`src/rtl/lbps_pkg.sv`:
```
`timescale 1ns / 1ps

package lbps_pkg;

  localparam int unsigned SpanBitsDef = 10;
  localparam int unsigned CfgDataW = 10;
  localparam int unsigned CfgIdxW = 2;

  localparam logic [1:0] CMD_TICK = 2'd0;
  localparam logic [1:0] CMD_START = 2'd1;
  localparam logic [1:0] CMD_STEADY_ON = 2'd2;
  localparam logic [1:0] CMD_STEADY_OFF = 2'd3;

  localparam logic [3:0] NO_PATTERN = 4'd8;

  localparam logic [CfgIdxW-1:0] CFG_ACTIVE_LEVEL = 2'd0;
  localparam logic [CfgIdxW-1:0] CFG_SHORT_SPAN = 2'd1;
  localparam logic [CfgIdxW-1:0] CFG_LONG_SPAN = 2'd2;

  localparam logic [CfgDataW-1:0] SHORT_SPAN_RST = 10'd200;
  localparam logic [CfgDataW-1:0] LONG_SPAN_RST = 10'd800;

  typedef struct packed {
    logic [1:0] command;
    logic [3:0] pattern_select;
  } req_t;

  typedef struct packed {
    logic       pin_level;
    logic       led_lit;
    logic       pattern_running;
    logic [2:0] step_index;
  } res_t;

  typedef struct packed {
    logic                active_level;
    logic [CfgDataW-1:0] short_span;
    logic [CfgDataW-1:0] long_span;
  } cfg_t;

  typedef struct packed {
    logic [3:0] length;
    logic [7:0] lit_bits;
    logic [7:0] long_bits;
  } rom_entry_t;

  function automatic rom_entry_t pattern_rom(input logic [2:0] pat);
    rom_entry_t e;
    case (pat)
      3'd0:    e = '{4'd2, 8'h01, 8'h03};
      3'd1:    e = '{4'd2, 8'h01, 8'h00};
      3'd2:    e = '{4'd2, 8'h01, 8'h01};
      3'd3:    e = '{4'd2, 8'h01, 8'h02};
      3'd4:    e = '{4'd6, 8'h15, 8'h10};
      3'd5:    e = '{4'd8, 8'h55, 8'h40};
      3'd6:    e = '{4'd4, 8'h05, 8'h08};
      3'd7:    e = '{4'd6, 8'h15, 8'h20};
      default: e = '{4'd2, 8'h01, 8'h03};
    endcase
    return e;
  endfunction

endpackage

```
`src/rtl/lbps_in_stage.sv`:
```
`timescale 1ns / 1ps

module lbps_in_stage (
  input  logic          clk_i,
  input  logic          rst_ni,
  input  logic          in_valid_i,
  output logic          in_stall_o,
  input  lbps_pkg::req_t req_i,
  input  logic          move_i,
  output logic          valid_o,
  output lbps_pkg::req_t req_o
);

  logic           valid_q;
  lbps_pkg::req_t req_q;

  // hold while the result stage cannot take the request
  assign in_stall_o = valid_q & ~move_i;

  always_ff @(posedge clk_i or negedge rst_ni) begin
    if (!rst_ni) begin
      valid_q <= 1'b0;
    end else if (!in_stall_o) begin
      valid_q <= in_valid_i;
    end
  end

  always_ff @(posedge clk_i) begin
    if (in_valid_i && !in_stall_o) begin
      req_q <= req_i;
    end
  end

  assign valid_o = valid_q;
  assign req_o   = req_q;

endmodule

```
`src/rtl/lbps_seq_core.sv`:
```
`timescale 1ns / 1ps

module lbps_seq_core #(
  parameter int unsigned SPAN_BITS = lbps_pkg::SpanBitsDef
) (
  input  logic           clk_i,
  input  logic           rst_ni,
  input  logic           en_i,
  input  lbps_pkg::req_t req_i,
  input  lbps_pkg::cfg_t cfg_i,
  output lbps_pkg::res_t res_o
);

  logic [3:0]           pat_q, pat_d;
  logic [2:0]           step_q, step_d;
  logic [SPAN_BITS-1:0] span_q, span_d;
  logic [SPAN_BITS:0]   elapsed_q, elapsed_d;
  logic                 lit_q, lit_d;

  logic                 running;
  logic [SPAN_BITS:0]   elapsed_inc;
  logic [3:0]           next_step;
  logic                 load;
  logic [2:0]           load_pat;
  logic [2:0]           load_step;
  lbps_pkg::rom_entry_t entry;
  lbps_pkg::rom_entry_t cur_entry;
  logic                 run_d;

  assign running     = (pat_q < lbps_pkg::NO_PATTERN);
  assign elapsed_inc = (&elapsed_q) ? elapsed_q : elapsed_q + 1'b1;
  assign cur_entry   = lbps_pkg::pattern_rom(pat_q[2:0]);

  always_comb begin
    next_step = {1'b0, step_q} + 4'd1;
    if (next_step >= cur_entry.length) begin
      next_step = 4'd0;
    end
  end

  always_comb begin
    pat_d     = pat_q;
    step_d    = step_q;
    span_d    = span_q;
    elapsed_d = elapsed_q;
    lit_d     = lit_q;
    load      = 1'b0;
    load_pat  = pat_q[2:0];
    load_step = next_step[2:0];
    case (req_i.command)
      lbps_pkg::CMD_TICK: begin
        if (running) begin
          elapsed_d = elapsed_inc;
          if (elapsed_inc > {1'b0, span_q}) begin
            load = 1'b1;
          end
        end
      end
      lbps_pkg::CMD_START: begin
        if (req_i.pattern_select < lbps_pkg::NO_PATTERN) begin
          pat_d     = req_i.pattern_select;
          load      = 1'b1;
          load_pat  = req_i.pattern_select[2:0];
          load_step = 3'd0;
        end else if (req_i.pattern_select == lbps_pkg::NO_PATTERN) begin
          pat_d = lbps_pkg::NO_PATTERN;
          lit_d = 1'b0;
        end
      end
      lbps_pkg::CMD_STEADY_ON: begin
        pat_d = lbps_pkg::NO_PATTERN;
        lit_d = 1'b1;
      end
      default: begin
        pat_d = lbps_pkg::NO_PATTERN;
        lit_d = 1'b0;
      end
    endcase
    entry = lbps_pkg::pattern_rom(load_pat);
    if (load) begin
      step_d    = load_step;
      lit_d     = entry.lit_bits[load_step];
      span_d    = entry.long_bits[load_step] ? SPAN_BITS'(cfg_i.long_span)
                                             : SPAN_BITS'(cfg_i.short_span);
      elapsed_d = '0;
    end
  end

  always_ff @(posedge clk_i or negedge rst_ni) begin
    if (!rst_ni) begin
      pat_q     <= lbps_pkg::NO_PATTERN;
      step_q    <= '0;
      span_q    <= '0;
      elapsed_q <= '0;
      lit_q     <= 1'b0;
    end else if (en_i) begin
      pat_q     <= pat_d;
      step_q    <= step_d;
      span_q    <= span_d;
      elapsed_q <= elapsed_d;
      lit_q     <= lit_d;
    end
  end

  assign run_d                 = (pat_d < lbps_pkg::NO_PATTERN);
  assign res_o.pin_level       = lit_d ~^ cfg_i.active_level;
  assign res_o.led_lit         = lit_d;
  assign res_o.pattern_running = run_d;
  assign res_o.step_index      = run_d ? step_d : 3'd0;

endmodule

```
`src/rtl/lbps_out_stage.sv`:
```
`timescale 1ns / 1ps

module lbps_out_stage (
  input  logic           clk_i,
  input  logic           rst_ni,
  input  logic           valid_i,
  input  lbps_pkg::res_t res_i,
  output logic           move_o,
  output logic           out_valid_o,
  input  logic           out_stall_i,
  output lbps_pkg::res_t res_o
);

  logic           valid_q;
  lbps_pkg::res_t res_q;

  assign move_o = ~valid_q | ~out_stall_i;

  always_ff @(posedge clk_i or negedge rst_ni) begin
    if (!rst_ni) begin
      valid_q <= 1'b0;
    end else if (move_o) begin
      valid_q <= valid_i;
    end
  end

  always_ff @(posedge clk_i) begin
    if (move_o && valid_i) begin
      res_q <= res_i;
    end
  end

  assign out_valid_o = valid_q;
  assign res_o       = res_q;

endmodule

```
`src/rtl/led_blink_pattern_sequencer_top.sv`:
```
`timescale 1ns / 1ps
// path: an accepted request waits in the input register, its result in the result register
// throughput: one request per cycle while the result side does not stall, set by the single
// state update between the input register and the result register
// reset: asynchronous active low; no pattern running, led dark, registers at
// active high, short span 200 and long span 800

module led_blink_pattern_sequencer_top #(
  parameter int unsigned SPAN_BITS = lbps_pkg::SpanBitsDef
) (
  input  logic                          clk_i,
  input  logic                          rst_ni,
  input  logic                          in_valid_i,
  output logic                          in_stall_o,
  input  logic [1:0]                    command_i,
  input  logic [3:0]                    pattern_select_i,
  output logic                          out_valid_o,
  input  logic                          out_stall_i,
  output logic                          pin_level_o,
  output logic                          led_lit_o,
  output logic                          pattern_running_o,
  output logic [2:0]                    step_index_o,
  input  logic                          cfg_valid_i,
  output logic                          cfg_ready_o,
  input  logic [lbps_pkg::CfgIdxW-1:0]  cfg_index_i,
  input  logic [lbps_pkg::CfgDataW-1:0] cfg_data_i
);

  lbps_pkg::cfg_t cfg_q;
  lbps_pkg::req_t in_req;
  lbps_pkg::req_t stage_req;
  lbps_pkg::res_t core_res;
  lbps_pkg::res_t out_res;
  logic           stage_valid;
  logic           move;

  assign cfg_ready_o = 1'b1;

  always_ff @(posedge clk_i or negedge rst_ni) begin
    if (!rst_ni) begin
      cfg_q.active_level <= 1'b1;
      cfg_q.short_span   <= lbps_pkg::SHORT_SPAN_RST;
      cfg_q.long_span    <= lbps_pkg::LONG_SPAN_RST;
    end else if (cfg_valid_i && cfg_ready_o) begin
      case (cfg_index_i)
        lbps_pkg::CFG_ACTIVE_LEVEL: cfg_q.active_level <= cfg_data_i[0];
        lbps_pkg::CFG_SHORT_SPAN:   cfg_q.short_span   <= cfg_data_i;
        lbps_pkg::CFG_LONG_SPAN:    cfg_q.long_span    <= cfg_data_i;
        default: begin
        end
      endcase
    end
  end

  assign in_req.command        = command_i;
  assign in_req.pattern_select = pattern_select_i;

  lbps_in_stage u_in_stage (
    .clk_i      (clk_i),
    .rst_ni     (rst_ni),
    .in_valid_i (in_valid_i),
    .in_stall_o (in_stall_o),
    .req_i      (in_req),
    .move_i     (move),
    .valid_o    (stage_valid),
    .req_o      (stage_req)
  );

  lbps_seq_core #(
    .SPAN_BITS (SPAN_BITS)
  ) u_seq_core (
    .clk_i  (clk_i),
    .rst_ni (rst_ni),
    .en_i   (stage_valid & move),
    .req_i  (stage_req),
    .cfg_i  (cfg_q),
    .res_o  (core_res)
  );

  lbps_out_stage u_out_stage (
    .clk_i       (clk_i),
    .rst_ni      (rst_ni),
    .valid_i     (stage_valid),
    .res_i       (core_res),
    .move_o      (move),
    .out_valid_o (out_valid_o),
    .out_stall_i (out_stall_i),
    .res_o       (out_res)
  );

  assign pin_level_o       = out_res.pin_level;
  assign led_lit_o         = out_res.led_lit;
  assign pattern_running_o = out_res.pattern_running;
  assign step_index_o      = out_res.step_index;

endmodule

```
`config.mk`:
```
export PLATFORM = sky130hd
export DESIGN_NAME = led_blink_pattern_sequencer_top
export DESIGN_NICKNAME = d
export VERILOG_FILES = /design/src/rtl/lbps_pkg.sv /design/src/rtl/lbps_in_stage.sv /design/src/rtl/lbps_seq_core.sv /design/src/rtl/lbps_out_stage.sv /design/src/rtl/led_blink_pattern_sequencer_top.sv
export SDC_FILE = /design/constraint.sdc
export NUM_CORES = 1
export LEC_CHECK = 0
export BUFFER_PORTS_ARGS = -buffer_cell sky130_fd_sc_hd__buf_2
export CAP_MARGIN = 20
export CORE_MARGIN = 4
export CORE_UTILIZATION = 40
export DETAILED_ROUTE_END_ITERATION = 16
export PLACE_DENSITY_LB_ADDON = 0.15
export SETUP_SLACK_MARGIN = 0.5
export SLEW_MARGIN = 40
export SYNTH_ARGS = -nofsm -noshare
export SYNTH_HDL_FRONTEND = slang
export SYNTH_SLANG_ARGS = --single-unit
```
`constraint.sdc`:
```
create_clock -name clk_i -period 9 [get_ports clk_i]
set_input_delay 0.9 -clock clk_i [delete_from_list [all_inputs] [get_ports clk_i]]
set_output_delay 0.9 -clock clk_i [all_outputs]
set_load 0.02 [all_outputs]
```
# After elaboration in Yosys (flattened, before gate mapping)
# Memory sizes are Yosys's and may differ from the RTL's.
# Index checks and enable logic that the tools add are counted.
[op_classes]
bitwise = 7
muxes = 26
magnitude_cmp = 6
multipliers = 0
n_div = 0
n_shift = 0
n_addsub = 2
n_eq_ne = 5
reduce_logical = 13
[op_table]
columns = ["operator", "n"]
rows = [
  ["11-bit 2-to-1 mux", 4],
  ["3-bit 2-to-1 mux", 6],
  ["4-bit < comparator (second input constant)", 3],
  ["11-bit by 1-bit adder with 11-bit output (second input constant)", 1],
  ["11-bit by 10-bit greater-than comparator with 1-bit output", 1],
  ["11-bit AND reduction", 1],
  ["10-bit 2-to-1 mux", 1],
  ["1-bit 2-to-1 mux", 8],
  ["4-bit 2-to-1 mux", 2],
  ["4-bit one-hot mux with 2 select lines", 1],
  ["2-bit AND reduction", 4],
  ["1-bit binary-select mux with 3-bit select", 2],
  ["3-bit by 1-bit adder with 4-bit output (second input constant)", 1],
  ["2-bit by 1-bit == test with 1-bit output (second input constant)", 2],
  ["2-bit == test (second input constant)", 2],
  ["4-bit == test (second input constant)", 1],
  ["4-bit >= comparator", 1],
  ["2-bit logical NOT", 2],
  ["3-bit by 4-bit < comparator with 1-bit output (second input constant)", 1],
  ["2-bit nonzero test", 2],
  ["1-bit inverter", 3],
  ["1-bit one-hot mux with 3 select lines", 1],
  ["3-bit AND reduction", 1],
  ["1-bit bitwise AND", 2],
  ["5 further kinds", 6],
]
[word_totals]
memories = 2
mem_bits_rw = 0
latch_bits = 0
word_cells = 77
mem_bits_ro = 192
regBits = 64
[mem_list]
columns = ["name", "words", "width", "rd", "rd_clocked_by_memory_dff", "write_ports", "line", "rtl"]
rows = [
  ["(name not given)", 8, 12, 1, 0, 0, "lbps_pkg.sv:49", "case (pat)"],
  ["(name not given)", 8, 12, 1, 0, 0, "lbps_pkg.sv:49", ""],
]

# Longest topological paths before layout
[logic_depth]
ltp_word = 9
depth_mapped = 15
mapped_depth_nobuf = 14

# Hierarchy
# Synthesis repeated with hierarchy kept, for this count alone.
[unflattened]
cells_unflattened = 361
hier_area_um2 = 3784.9
[modules_own_cells]
columns = ["module", "instances", "area_each_um2", "cells_each"]
rows = [
  ["lbps_seq_core", 1, 2411.1, 290],
  ["led_blink_pattern_sequencer_top", 1, 908.4, 50],
  ["lbps_in_stage", 1, 237.7, 11],
  ["lbps_out_stage", 1, 227.7, 10],
]

# Worst setup path after synthesis
# Ideal clock, no wire load.
[synth_path]
kind = "reg2reg"
start = "reg u_seq_core.elapsed_q[0]"
end = "reg u_out_stage.res_q (netlist bit u_out_stage.res_o[2]), data pin"
period_less_slack_ps = 3283
path_stages_with_launch = 15
n_path_buf = 1
path_slack_ps = 5717
arrival_ps = 3026
path_cell_list = "dfrtp_1 -> ha_1 -> nand3_1 -> nor2_1 -> nand4_2 -> and4_1 -> xnor2_1 -> inv_1 -> ha_1 -> a21o_1 -> a21o_1 -> a2111oi_4 -> o21ai_1 -> buf_4 -> a32o_1"
[synth_via]
elab_chain_cells = 7
[synth_rtl]
columns = ["element", "line", "rtl"]
rows = [
  ["from (decl)", "lbps_seq_core.sv:17", "logic [SPAN_BITS:0] elapsed_q, elapsed_d;"],
  ["from (signal assigned)", "lbps_seq_core.sv:100", "elapsed_q <= elapsed_d;"],
  ["11-bit by 1-bit adder with 11-bit output or 11-bit AND reduction (tied branches)", "lbps_seq_core.sv:31", "assign elapsed_inc = (&elapsed_q) ? elapsed_q : elapsed_q + 1'b1;"],
  ["11-bit 2-to-1 mux *", "lbps_seq_core.sv:31", ""],
  ["11-bit by 10-bit greater-than comparator with 1-bit output *", "lbps_seq_core.sv:54", "if (elapsed_inc > {1'b0, span_q}) begin"],
  ["1-bit 2-to-1 mux *", "lbps_seq_core.sv:54", ""],
  ["1-bit 2-to-1 mux *", "lbps_seq_core.sv:52", "if (running) begin"],
  ["1-bit one-hot mux with 2 select lines *", "lbps_seq_core.sv:50", "case (req_i.command)"],
  ["3-bit 2-to-1 mux *", "lbps_seq_core.sv:80", "if (load) begin"],
  ["to (signal assigned)", "lbps_out_stage.sv:29", "res_q <= res_i;"],
  ["to (decl)", "lbps_out_stage.sv:15", "lbps_pkg::res_t res_q;"],
]
# Mark *: on every way between the ends. The rest lies on a longest branch, timed or not.
# A chain may end at the register's enable or synchronous reset.

# Worst setup path in the final report
# Ends and elaborated chain as after synthesis.

==> impl_metrics.csv <==
group,metric,value,unit
run_status,outcome,"completed",
placement,place_ws,5.199,ns
cts,htreeDepth,3,
power,ir_drop,105.0,uV
floorplan,die_h,101.5,um
yosys,syn_nets,366,
yosys,ys_types,49,
floorplan,rows,33,
yosys,yosysTopAreaCellShare,31.46,%
worst_setup_path,regToRegStartpoint,"u_seq_core.elapsed_q[0]",
timing,fmax,262.2,MHz
cts,insertion_delay,0.34,ns
worst_setup_path,worstPathRequired,9.09,ns
finish,nNetsFinal,400,
yosys,synth_area_leaders,"dfrtp_1, edfxtp_1, ha_1",
timing,rsz0062_at_grt,"false",
timing,hold_viol_final,0,
worst_setup_path,critical_path.max_fanout,11,
routing,drt-pass1-iter-count,4,
yosys,ys_warn_count,0,
yosys,synth_cells,321,
cts,clock_sinks,64,
power,p_per_area,251.3,nW/um^2
global_routing,grt_pass1_wl,11.72,mm
timing,finalClockSkew,0.008072,ns
routing,via_per_inst,5.151,
finish,final_util,47.11,%
yosys,yosysSeqAreaShare,47.77,%
worst_setup_path,cp-startpoint,"u_seq_core.elapsed_q[0]",
timing,min_period,3.813,ns
timing,fin_tns_setup,0,ns
floorplan,core_region_area,8382,sq um
worst_setup_path,r2r-end,"u_out_stage.res_o[2]",
yosys,synth_seq_cells,64,
floorplan,die_area,10310,sq um
finish,diodes,0,
worst_setup_path,critPathArrivalTime,3.91,ns
global_routing,grt_pass1_vias,2416,
worst_setup_path,critPathCaptureType,"register",
worst_setup_path,crit_type,"register to register",
placement,dpl-instance-area,3752,sq um
routing,dr_total_vias,2395,
yosys,async_flop_share,81.25,%
finish,final_area,3949,sq um
cts,tritoncts,"yes",
hold_path,hp-class,"register to register",
placement,port_buffers,30,
finish,syn2layout_area_growth,12.84,%
timing,slew_violations,0,
cts,cts_buffers,9,
floorplan,start_util,41.75,%
timing,worst_pin_slew,0.7639,ns
finish,layout-drive-gt1-share,24.44,%
cts,cts_resized,0,
cts,clock_path_buffers,2,
yosys,synth_edf_count,12,
yosys,synth.most_common_cell,"dfrtp_1",
power,p_leak,1.839,nW
placement,dpl.hpwl,4.972,mm
yosys,synth_common_cells,"dfrtp_1, inv_1, nand2_1, mux2_2, ha_1",
routing,wire_per_inst,14.28,um
routing,ant_nets,0,
yosys,netlist_area,3500,sq um
timing,slew_headroom,49.08,%
worst_setup_path,endpoint,"u_out_stage.res_o[2]",
floorplan,pin_count,32,
floorplan,die_x,101.5,um
routing,drc,0,
global_routing,grt_util_all_layers,14.58,%
global_routing,grt-ovfl-total,0,
worst_setup_path,rr_worst_depth,14,
run,max_cap_violations,0,
global_routing,antenna_found_initial,0,
routing,wirelength,6.640,mm
cts,postCtsSetupBuffers,0,
timing,setup-violations-final,0,
cts,ctsHoldBuffers,0,
yosys,avgSynthCellArea,10.90,sq um
placement,place_congestion,0.8618,
worst_setup_path,ff2ff_setup_slack,5.19,ns
yosys,synth_flop_cell,"dfrtp_1",
cts,clk_pin_slew,0.08,ns
yosys,yosys.area.top_type,"dfrtp_1",
routing,initialDrtViolationCount,116,
worst_setup_path,worst_setup_path_start_kind,"register",
cts,root_buffer,"clkbuf_8",
timing,fin_ws,5.187,ns
timing,period_share,42.37,%
finish,fill_cells,797,
global_routing,grt_max_degree,53,
## cell type report
type / instances / area, sq um / area share (%)
flip-flops and latches: 64 / 1672 / 42.33
clock buffers: 10 / 127.6 / 3.232
repair buffers: 33 / 172.7 / 4.373
clock inverters: 6 / 68.82 / 1.743
inverters: 26 / 97.59 / 2.471
well taps: 105 / 131.4 / 3.327
multi-input cells: 221 / 1679 / 42.52
## metrics by stage
stage	hold WS [ns]	total power [mW]	std cells
CTS	0.4928	1.007	465
global route	0.5251	1.074	465
detailed placement	0.4769	0.7553	449
finish	0.4842	0.9922	465
floorplan	0.4498	0.6826	321
global placement	0.4658	0.7508	449
## worst min path at each step
stage,depth (start not counted),from,to,slack [ns]
after floorplan,2,u_seq_core.pat_q[1],u_seq_core.pat_q[1],0.45
after global placement,2,u_seq_core.pat_q[1],u_seq_core.pat_q[1],0.47
after detailed placement,2,u_seq_core.pat_q[1],u_seq_core.pat_q[1],0.48
after CTS,2,u_seq_core.pat_q[1],u_seq_core.pat_q[1],0.49
after global routing,1,cfg_q[11],cfg_q[11],0.53
final,2,u_seq_core.pat_q[1],u_seq_core.pat_q[1],0.48
## placed cells by master, fill, tap and decap left out, types with 2 or more instances in the layout
cell	Yosys	final
buf_2	2	30
o21a_1	4	4
ha_1	22	22
nor3b_1	2	2
a31oi_1	3	3
nand3_1	7	7
o21ai_0	12	12
a21oi_1	13	13
xor2_1	3	3
nor2_1	21	21
inv_1	26	26
dfstp_2	8	8
nor3_1	6	6
clkbuf_8	0	9
xnor2_1	7	7
nand2_1	25	25
dfrtp_1	44	44
edfxtp_1	12	12
and4_1	2	2
mux2_2	24	24
mux2i_1	16	16
clkinvlp_4	0	2
a211oi_1	2	2
a22o_1	4	4
nand3b_1	3	3
a32o_1	2	2
a21o_1	4	4
or3_1	2	2
and2_1	4	4
buf_4	2	3
nand4_1	3	3
nand2b_1	6	6
o31ai_1	6	6
## layer usage
layer,vias up,track usage (%),part of all wire (%),routed length [um]
met5,-,0,0,0
met4,0,5.828,1.9,127
met3,10,2.824,3.1,204
met2,30,21.78,46,3023
met1,1143,20.87,49,3284
li1,1212,-,-,-
## critical path, stage by stage (launching register included)
cell,delay [ns]
dfrtp_1,0.43
ha_1,0.21
nand3_1,0.13
nor2_1,0.21
nand4_2,0.30
and3_1,0.29
xnor2_1,0.17
inv_1,0.07
ha_1,0.29
nand4_1,0.12
a21oi_1,0.25
a2111oi_4,0.11
o21ai_2,0.51
o21ai_0,0.18
a32o_1,0.29
## kinds of logic (layout without fill, tap and decap cells)
logic type	Yosys count	after routing	synth area share [%]
simple gates	89	89	12.91
flops	64	64	47.77
compound gates	59	59	11.98
mux	40	40	12.30
buf+inv	36	75	4.576
fa+ha+maj	22	22	7.865
xor+xnor	10	10	2.503
other cells	1	1	0.1072
## power breakdown
group          leakage (nW)  internal (mW)  switching (mW)
clock network        0.0934          0.130           0.117
registers             0.739          0.366          0.0459
logic                  1.01          0.150           0.184
total                  1.84          0.646           0.347
## sequential cells by signal (all words and copies together) (netlist names)
| register | flops |
|---|---|
| u_seq_core.lit_q | 1 |
| u_in_stage.req_o | 6 |
| u_out_stage.res_o | 6 |
| u_seq_core.pat_q | 4 |
| u_out_stage.out_valid_o | 1 |
| u_in_stage.valid_o | 1 |
| u_seq_core.span_q | 10 |
| u_seq_core.step_q | 3 |
| u_seq_core.elapsed_q | 11 |
| cfg_q | 21 |
Power figures use the tool's default switching activity.
